<file path="src/rtl/mte_pkg.sv">
// Shared types, constants and helpers for the matrix transform engine.
// No dependencies.
package mte_pkg;

    localparam int FRAC_BITS = 16;
    localparam int DATA_W    = 32;
    localparam int DIM       = 4;
    localparam int PROD_W    = 2 * DATA_W;
    localparam int SUM_W     = PROD_W + 2;

    localparam logic signed [DATA_W-1:0] FX_ONE = DATA_W'(64'd1 << FRAC_BITS);
    localparam logic signed [SUM_W-1:0]  SAT_MAX = SUM_W'(64'sh7FFF_FFFF);
    localparam logic signed [SUM_W-1:0]  SAT_MIN = -SAT_MAX - SUM_W'(1);

    typedef enum logic [2:0] {
        KIND_WRITE  = 3'd0,
        KIND_DIAG   = 3'd1,
        KIND_STAGE  = 3'd2,
        KIND_XF_VEC = 3'd3,
        KIND_XF_PNT = 3'd4
    } t_kind;

    localparam logic [3:0] LAST_INDEX = 4'd15;

    // Controller to datapath commands, one set per cycle.
    typedef struct packed {
        logic       wr_elem;
        logic       set_diag;
        logic       wr_stage;
        logic       load_vec;
        logic       vec_point;
        logic       mat_rd;
        logic [1:0] mat_addr;
        logic       stg_rd;
        logic [1:0] stg_addr;
        logic       mul_go;
        logic       mul_stage;
        logic [1:0] mul_tag;
        logic       mul_zero;
        logic       commit;
        logic [1:0] commit_row;
    } t_cmd;

    // Floor shift by the fraction bits, then clamp to signed 32 bits.
    function automatic logic signed [DATA_W-1:0] sat_shift(input logic signed [SUM_W-1:0] s);
        logic signed [SUM_W-1:0] q;
        q = s >>> FRAC_BITS;
        if (q > SAT_MAX) begin
            return SAT_MAX[DATA_W-1:0];
        end else if (q < SAT_MIN) begin
            return SAT_MIN[DATA_W-1:0];
        end
        return q[DATA_W-1:0];
    endfunction

endpackage

</file>
<file path="src/rtl/mte_ctrl.sv">
// Sequencer for the matrix transform engine: accepts items and steps
// the datapath through transforms and matrix products. Uses mte_pkg.
module mte_ctrl (
    input  logic                i_clk,
    input  logic                i_rst_n,
    input  logic                start,
    output logic                busy,
    input  logic [2:0]          i_kind,
    input  logic [3:0]          i_index,
    output mte_pkg::t_cmd       o_cmd,
    output logic                o_valid
);

    typedef enum logic [2:0] {
        S_IDLE = 3'b001,
        S_XF   = 3'b010,
        S_MM   = 3'b100
    } t_state;

    t_state     r_state, n_state;
    logic [2:0] r_k, n_k;
    logic [1:0] r_row, n_row;
    logic       r_point, n_point;
    logic       r_strobe, n_strobe;
    logic       accept;
    logic [1:0] k_m1;

    assign busy    = (r_state != S_IDLE);
    assign o_valid = r_strobe;
    assign accept  = start && (r_state == S_IDLE);
    assign k_m1    = r_k[1:0] - 2'd1;

    always_comb begin
        o_cmd    = '0;
        n_state  = r_state;
        n_k      = r_k;
        n_row    = r_row;
        n_point  = r_point;
        n_strobe = 1'b0;
        unique case (r_state)
            S_IDLE: begin
                if (accept) begin
                    n_k   = 3'd0;
                    n_row = 2'd0;
                    unique case (i_kind)
                        mte_pkg::KIND_WRITE: o_cmd.wr_elem = 1'b1;
                        mte_pkg::KIND_DIAG:  o_cmd.set_diag = 1'b1;
                        mte_pkg::KIND_STAGE: begin
                            o_cmd.wr_stage = 1'b1;
                            if (i_index == mte_pkg::LAST_INDEX) begin
                                n_state = S_MM;
                            end
                        end
                        mte_pkg::KIND_XF_VEC, mte_pkg::KIND_XF_PNT: begin
                            o_cmd.load_vec  = 1'b1;
                            o_cmd.vec_point = (i_kind == mte_pkg::KIND_XF_PNT);
                            n_point         = (i_kind == mte_pkg::KIND_XF_PNT);
                            n_state         = S_XF;
                        end
                        default: ;
                    endcase
                end
            end
            S_XF: begin
                // rows read at k 0..3, multiplied in the next cycle
                o_cmd.mat_rd   = (r_k < 3'd4);
                o_cmd.mat_addr = r_k[1:0];
                o_cmd.mul_go   = (r_k >= 3'd1) && (r_k <= 3'd4);
                o_cmd.mul_tag  = k_m1;
                o_cmd.mul_zero = r_point && (k_m1 == 2'd3);
                if (r_k == 3'd6) begin
                    n_strobe = 1'b1;
                    n_state  = S_IDLE;
                end else begin
                    n_k = r_k + 3'd1;
                end
            end
            S_MM: begin
                // one matrix row against the four staged columns
                o_cmd.mat_rd     = (r_k == 3'd0);
                o_cmd.mat_addr   = r_row;
                o_cmd.stg_rd     = (r_k < 3'd4);
                o_cmd.stg_addr   = r_k[1:0];
                o_cmd.mul_go     = (r_k >= 3'd1) && (r_k <= 3'd4);
                o_cmd.mul_stage  = 1'b1;
                o_cmd.mul_tag    = k_m1;
                o_cmd.commit     = (r_k == 3'd7);
                o_cmd.commit_row = r_row;
                n_k              = r_k + 3'd1;
                if (r_k == 3'd7) begin
                    if (r_row == 2'd3) begin
                        n_state = S_IDLE;
                    end else begin
                        n_row = r_row + 2'd1;
                    end
                end
            end
            default: n_state = S_IDLE;
        endcase
    end

    always_ff @(posedge i_clk) begin
        if (!i_rst_n) begin
            r_state  <= S_IDLE;
            r_k      <= 3'd0;
            r_row    <= 2'd0;
            r_point  <= 1'b0;
            r_strobe <= 1'b0;
        end else begin
            r_state  <= n_state;
            r_k      <= n_k;
            r_row    <= n_row;
            r_point  <= n_point;
            r_strobe <= n_strobe;
        end
    end

endmodule

</file>
<file path="config.mk">
export PLATFORM = sky130hd
export DESIGN_NAME = mte_ctrl
export DESIGN_NICKNAME = d
export VERILOG_FILES = /design/src/rtl/mte_pkg.sv /design/src/rtl/mte_ctrl.sv
export SDC_FILE = /design/constraint.sdc
export NUM_CORES = 1
export LEC_CHECK = 0
export BUFFER_PORTS_ARGS = -buffer_cell sky130_fd_sc_hd__clkbuf_2
export CAP_MARGIN = 0
export CORE_MARGIN = 5
export CORE_UTILIZATION = 50
export CTS_BUF_LIST = sky130_fd_sc_hd__clkbuf_4 sky130_fd_sc_hd__clkbuf_8
export DETAILED_ROUTE_END_ITERATION = 8
export PLACE_DENSITY_LB_ADDON = 0.2
export SYNTH_ARGS = -nofsm -noshare
export SYNTH_HDL_FRONTEND = slang
export SYNTH_SLANG_ARGS = --single-unit
</file>
<file path="constraint.sdc">
create_clock -name i_clk -period 1.65 [get_ports i_clk]
set_input_delay 0.165 -clock i_clk [delete_from_list [all_inputs] [get_ports i_clk]]
set_output_delay 0.165 -clock i_clk [all_outputs]
set_load 0.01 [all_outputs]
</file>
* Word level (Yosys, flattened, before mapping) *
Cells that the tools add are included.
W data, S select, Z words.

storage, ports and cells
  output and inout port bits = 21
  bits of input ports = 10
  logic and storage cells = 74
  latch bits = 0
  memory bits (read-only) = 0
  RAM bits = 0
  memories kept = 0
  flip-flop bits (word level) = 10

operators by class
  equal/unequal tests = 21
  $add $sub $neg = 3
  shift operators = 0
  $lt $le $gt $ge = 3
  multipliers = 0
  divide/modulo/power cells = 0
  bitwise gates (word level) = 0
  multiplexer cells = 28
  reduce and logical (&&, ||, !) cells = 14

operators with widths
  cell                   count
  $mux W3                9
  $pmux W3 S3            2
  $eq A3 B3 Y1 const B   4
  $ne A2 B2 Y1 const B   6
  $pmux W3 S2            2
  $mux W2                5
  $mux W5                2
  $eq A3 B2 Y1 const B   3
  $mux W1                7
  $eq A3 B1 Y1 const B   2
  $logic_not A3 Y1       2
  $ne A3 B1 Y1 const B   2
  $reduce_and A3 Y1      2
  $reduce_and A6 Y1      1
  $eq A2 B2 Y1 const B   2
  $eq A4 B4 Y1 const B   1
  $pmux W2 S2            1
  $reduce_and A4 Y1      1
  $reduce_or A2 Y1       2
  $add A3 B1 Y3 const B  1
  $ge A3 B1 Y1 const B   1
  $le A3 B3 Y1 const B   1
  $logic_and A1 B1 Y1    3
  $lt A3 B3 Y1 const B   1
  6 further kinds        6

* Depth between registers and ports, before layout *
Gate-level depths: netlist (run 1).

  word-level depth = 5
  gate-level depth with buffers = 6
  mapped depth without buffers = 6

* Least setup slack after synthesis (run 1) *
Ideal clock, no wire load.

  path kind = reg-to-reg
  start = register r_k[0]
  end = register r_k[0]
  setup slack = 0.262 ns
  buffers on the path = 0
  clock period less this slack = 1.388 ns
  required time = 1.580 ns
  cell stages (with the launch flop) = 7
  arrival time = 1.318 ns
  library setup time = 0.070 ns
  path through = dfxtp_1 > inv_1 > ha_1 > nand2_1 > a21oi_2 > or3_1 > a21boi_1

between the ends
  word-level cells in the longest chain between the ends = 3
  elaborated cells between the ends (all ways) = 6
  classes of those cells = add/sub (1); eq/ne (2); mux (2); reduce/logical (1)

ends and longest elaborated chain
  what                                                     RTL line                                        RTL
  from (decl)                                              mte_ctrl.sv:21                                  logic [2:0] r_k, n_k;
  from (signal assigned)                                   mte_ctrl.sv:111                                 r_k <= n_k;
  $add A3 B1 Y3 / $eq A3 B3 Y1 (equally long branches)     mte_ctrl.sv:75, mte_ctrl.sv:89, mte_ctrl.sv:71
  $mux W3 / $ne A2 B2 Y1 (equally long branches)           n/a
  $pmux W3 S3 / $reduce_and A3 Y1 (equally long branches)  n/a

Parallel ways exist; a longest one is shown, timed or not. The select of a mux whose other input is x is not followed.
A chain may end at the register's enable or synchronous reset.

==> flow_summary.toml, run 1 <==
[power_and_ir_drop]
leakagePower_nw = 0.508
p_per_area_mw_per_mm2 = 529
ir_worst_vdd_uv = 502

[synthesis]
synth_xor_area_frac = 0
avgSynthCellArea_um2 = 8.29
synth-compound-area-share = 0.213
synth_seq_cells = 10
ys_warn_count = 0
synth.distinct_cells = 36
ys.flop_type = "dfxtp_1"
synth-edff-count = 0
synth.largest_area_cell = "dfxtp_1"
syn-cell-area_um2 = 805
synth_nets = 113
synthCells = 97
synth_top_family_by_area = "simple AND/OR/NAND/NOR gates"
seq_area_frac_synth = 0.249
async_flop_share = 0
synth_fa_ha_area_frac = 0.0933
netlist_top_cells_area = "dfxtp_1 25%, ha_1 9.3%, and2_1 4.7%, nand2b_1 3.9%, a22oi_1 3.7%"
yosys.area.top_type_share = 0.249
muxShareOfSynthArea = 0.0124
yosys.area_share.simple = 0.383

[placed_design]
dpl_cell_area_um2 = 957
post-place-ws_ns = 0.142
detailed_place_hpwl_um = 1470
portBuffers = 30
gp_congestion = 0.802
dp_cells = 139

[cts]
cts_made_buffers = 3
cts_sinks = 10
tritoncts = "yes"
clockBufferDepth = 2
insertion_delay_ns = 0.28
htreeDepth = 1
root_buffer = "clkbuf_4"
clk_pin_slew_ns = 0.07
ctsHoldBuffers = 0

[floorplan]
chipHeight_um = 50.1
start_util = 0.528
core-area_mm2 = 0.00152
die_area_mm2 = 0.00251
io_pins = 31
chipWidth_um = 50.1
rows = 14

[layout]
post-route-util = 0.736
fillers = 132
regArea_um2 = 214
design_area_mm2 = 0.00112
nets = 148
instances_no_fill = 147
diodes = 0
multi_input_area_um2 = 632
syn_to_final_growth_pct = 39.3
drive_above_1_share = 0.466

[sta]
post-route-period-util = 0.971
setup_tns_ns = 0
final_critical_path_setup_slack_ns = 0.0477
rsz0062_at_grt = "true"
skew_ns = 0.00852
setup_violations = 0
fmax_mhz = 624
hold_viol_final = 0
max_slew_margin = 0.746
tightest_slew_ns = 0.376
drv_slew = 0
fin_crit_ns = 1.60

[worst_setup_path]
slowest_delay_ns = 0.38
path_max_fanout = 6
crit_path_top_delay_cell = "dfxtp_4"
crit_required_ns = 1.48
crit_chain = "and2b_2, buf_4, a22oi_2, nor2_1, clkbuf_2"
worstSetupEndpointType = "primary output"
worstSetupPathType = "flip-flop to primary output"
critPathLaunchType = "flip-flop"
arrival_ns = 1.44

[global_route]
antenna_found_initial = 0
grt_overflow = 0
grt_pass1_wl_um = 3440
grt_pass1_vias = 754
grt_usage = 0.176
grt_max_degree = 15

[drt]
drt_wl_total_um = 2110
drcViolationCount = 0
drt-vias-per-instance = 5.78
firstDrtPassIters = 4
detail-route-antenna-nets = 0
drtIter0Drc = 12
vias = 850
wl_per_cell_um = 14.4

[run]
maxCapViolCount = 0

[worst_hold_path]
hp-class = "input pin to flip-flop"

[run_status]
status = "finished clean"
==> worst paths after layout <==
kind | start | end | slack (ns) | cells past startpoint
worst max register to register | r_k[0] | r_k[0] | 0.18 | 6
worst min-delay path | i_rst_n | r_state[0] | 0.18 | 2
worst max-delay path | r_state[1] | o_cmd[11] | 0.05 | 5
worst min register to register | r_point | r_point | 0.50 | 2
==> timing repair <==
action / in CTS / in global routing
resized for setup: 7 / 21
gates cloned: 0 / 0
buffers inserted: 2 / 2
endpoints found under the setup margin: 13 / 15
==> cell usage in the layout, fill, tap and decap left out, drive strengths merged, types with 2 or more instances in the layout <==
master and n:
ha 6, buf 8, o21ai 2, and4 2, a21boi 4, a21oi 4
nand2 2, o211a 2, dfxtp 10, inv 2, nand2b 5, nor3 5
nand3 2, nand4bb 2, o21a 3, and2 6, nand3b 2, nor2b 4
a22oi 4, clkbuf 32, nor2 8, o21bai 2, and2b 2, and3 2
nor3b 3
==> cells by family after synthesis <==
| logic type | count (synthesis) |
|---|---|
| simple gates | 49 |
| compound gates | 23 |
| flops | 10 |
| buf+inv | 8 |
| fa+ha+maj | 6 |
| mux | 1 |
==> metal layers <==
| layer | track usage | part of all wire |
|---|---|---|
| met1 | 0.210 | 0.40 |
| met3 | 0.0572 | 0.054 |
| met4 | 0.0873 | 0.011 |
| met2 | 0.278 | 0.53 |
| met5 | 0 | 0 |
==> cell usage after synthesis (all sizes together), types with 2 or more instances <==
cell type and instances:
dfxtp 10, nor2 8, and2 6, ha 6
buf 5, nand2b 5, nor3 5, a21boi 4
a21oi 4, a22oi 4, nor2b 4, nor3b 3
o21a 3, and2b 2, and3 2, and4 2
inv 2, nand2 2, nand3 2, nand3b 2
nand4bb 2, o211a 2, o21ai 2, o21bai 2
==> critical path: cells and delay by family (launching register included) <==
family          cells  cell delay, ns
simple gates        2            0.30
compound gates      1            0.19
flops               1            0.38
buf+inv             2            0.29
==> stage by stage <==
stage / power (W) / hold WS, ns
final: 0.000593 / 0.181
after global routing: 0.000624 / 0.202
after CTS: 0.000590 / 0.180
after detailed placement: 0.000355 / 0.473
after global placement: 0.000353 / 0.456
after floorplan: 0.000323 / 0.357
==> cell type report <==
cell class / count / share of cell area
clock buffers: 4 / 0.0324
repair buffers: 36 / 0.189
well taps: 16 / 0.0179
multi-input cells: 79 / 0.564
inverters: 2 / 0.00670
flip-flops and latches: 10 / 0.191
==> report_power, final <==
| group | internal (W) | total, W | leakage, nW | switching, W |
|---|---|---|---|---|
| sequential | 0.000243 | 0.000250 | 0.0833 | 0.00000760 |
| combinational | 0.0000542 | 0.000113 | 0.404 | 0.0000591 |
| clock | 0.000134 | 0.000229 | 0.0210 | 0.0000951 |
| total | 0.000431 | 0.000593 | 0.508 | 0.000162 |
==> state kept, by name, summed over array words and instances (netlist names) <==
signal   flops
o_valid      1
r_k          3
r_point      1
r_row        2
r_state      3
Power figures use the tool's default switching activity.
==> inputs of run 2 (changes only) <==
Settings changed: CORE_ASPECT_RATIO set to 0.9.
==> flow_summary.toml, run 2 (same netlist as run 1, synthesis figures left out) <==
[drt]
vias = 800
wl_per_cell_um = 12.9
drcViolationCount = 0
detail-route-antenna-nets = 0
drtIter0Drc = 4
drt_wl_total_um = 1930
firstDrtPassIters = 3
drt-vias-per-instance = 5.33

[layout]
diodes = 0
syn_to_final_growth_pct = 29.2
drive_above_1_share = 0.398
fillers = 129
nets = 146
mostFrequentLayoutCells = "30 x clkbuf_2, 8 x nor2_1, 6 x and2_1, 6 x ha_1, 6 x dfxtp_1"
top_regs = "r_k x3, r_state x3, r_row x2"
layout_commonest_cell = "clkbuf_2"

[sta]
hold_viol_final = 0
fin_crit_ns = 1.63
rsz0062_at_grt = "true"
post-route-period-util = 0.990
fmax_mhz = 612
final_critical_path_setup_slack_ns = 0.0165
drv_slew = 0
max_slew_margin = 0.688
setup_violations = 0
tightest_slew_ns = 0.461
hold_ws_ns = 0.195
skew_ns = 0.000521

[worst_setup_path]
worstSetupEndpointType = "primary output"
crit_chain = "and2b_2, nor2b_2, buf_4, and2_1, clkbuf_2"
slowest_delay_ns = 0.38
crit_family = "simple AND/OR/NAND/NOR gates"
crit_buf_inv = 2
critPathLaunchType = "flip-flop"
path_max_fanout = 6
cp-startpoint = "r_state[1]"
crit_path_top_delay_cell = "dfxtp_2"
timing.rr.start = "r_k[0]"
arrival_ns = 1.47
crit_required_ns = 1.48
worstSetupPathType = "flip-flop to primary output"

[global_route]
grt_max_degree = 11
grt_pass1_vias = 721
grt_pass1_wl_um = 3080
grt_overflow = 0
antenna_found_initial = 0
grt_usage = 0.167

[placed_design]
gp_congestion = 0.804
post-place-ws_ns = 0.107
detailed_place_hpwl_um = 1500
portBuffers = 30

[cts]
ctsHoldBuffers = 0
insertion_delay_ns = 0.26
root_buffer = "clkbuf_4"
clk_pin_slew_ns = 0.06
htreeDepth = 1
post_cts_buffers = 0
cts_sinks = 10
clockBufferDepth = 2
cts_made_buffers = 3
tritoncts = "yes"

[run_status]
status = "finished clean"

[floorplan]
die_area_mm2 = 0.00251
core-area_mm2 = 0.00148
chipWidth_um = 52.3
chipHeight_um = 48.1
io_pins = 31
start_util = 0.544
rows = 13

[worst_hold_path]
hp-class = "input pin to flip-flop"
min_from = "i_rst_n"

[run]
maxCapViolCount = 0

[power_and_ir_drop]
leakagePower_nw = 0.481
p_per_area_mw_per_mm2 = 500
ir_worst_vdd_uv = 285
-- run 2: power breakdown --
group          internal (W)  switching, W
logic             0.0000506     0.0000577
clock network     0.0000840     0.0000771
registers          0.000245    0.00000537
total              0.000380      0.000140
-- run 2: timing repair --
item	in CTS	in global routing
cloned	0	0
endpoints found under the setup margin	8	18
resized for setup	5	6
-- run 2: path summary, 6_finish.rpt --
| check | endpoint | slack, ns | cells after the start |
|---|---|---|---|
| worst max-delay path | o_cmd[2] | 0.02 | 5 |
| worst min-delay path | r_state[0] | 0.19 | 2 |
| worst max register to register | r_k[0] | 0.18 | 6 |
| worst min register to register | r_point | 0.50 | 2 |
-- run 2: per-layer routing --
metal,GRT usage,wire length (um),vias up
met4,0.0306,0,0
met1,0.196,832,380
met3,0.0654,75,0
met2,0.295,1020,10
li1,-,-,410
met5,0,0,-
-- run 2: per-stage QoR --
step,power [W],area (um^2),setup TNS (ns),util,instances
after floorplan,0.000323,805,0,-,97
after global placement,0.000355,980,0,0.662,147
after detailed placement,0.000357,980,0,0.662,147
after CTS,0.000522,1010,0,0.685,150
after global routing,0.000554,1040,-0.272,0.702,150
final,0.000520,1040,0,0.702,150
-- run 2: layout make-up --
class / count / area [um^2] / area share
multi-input cells: 79 / 594 / 0.572
well taps: 22 / 27.5 / 0.0265
flip-flops and latches: 10 / 208 / 0.200
inverters: 2 / 7.51 / 0.00722
clock buffers: 3 / 22.5 / 0.0217
repair buffers: 34 / 180 / 0.173
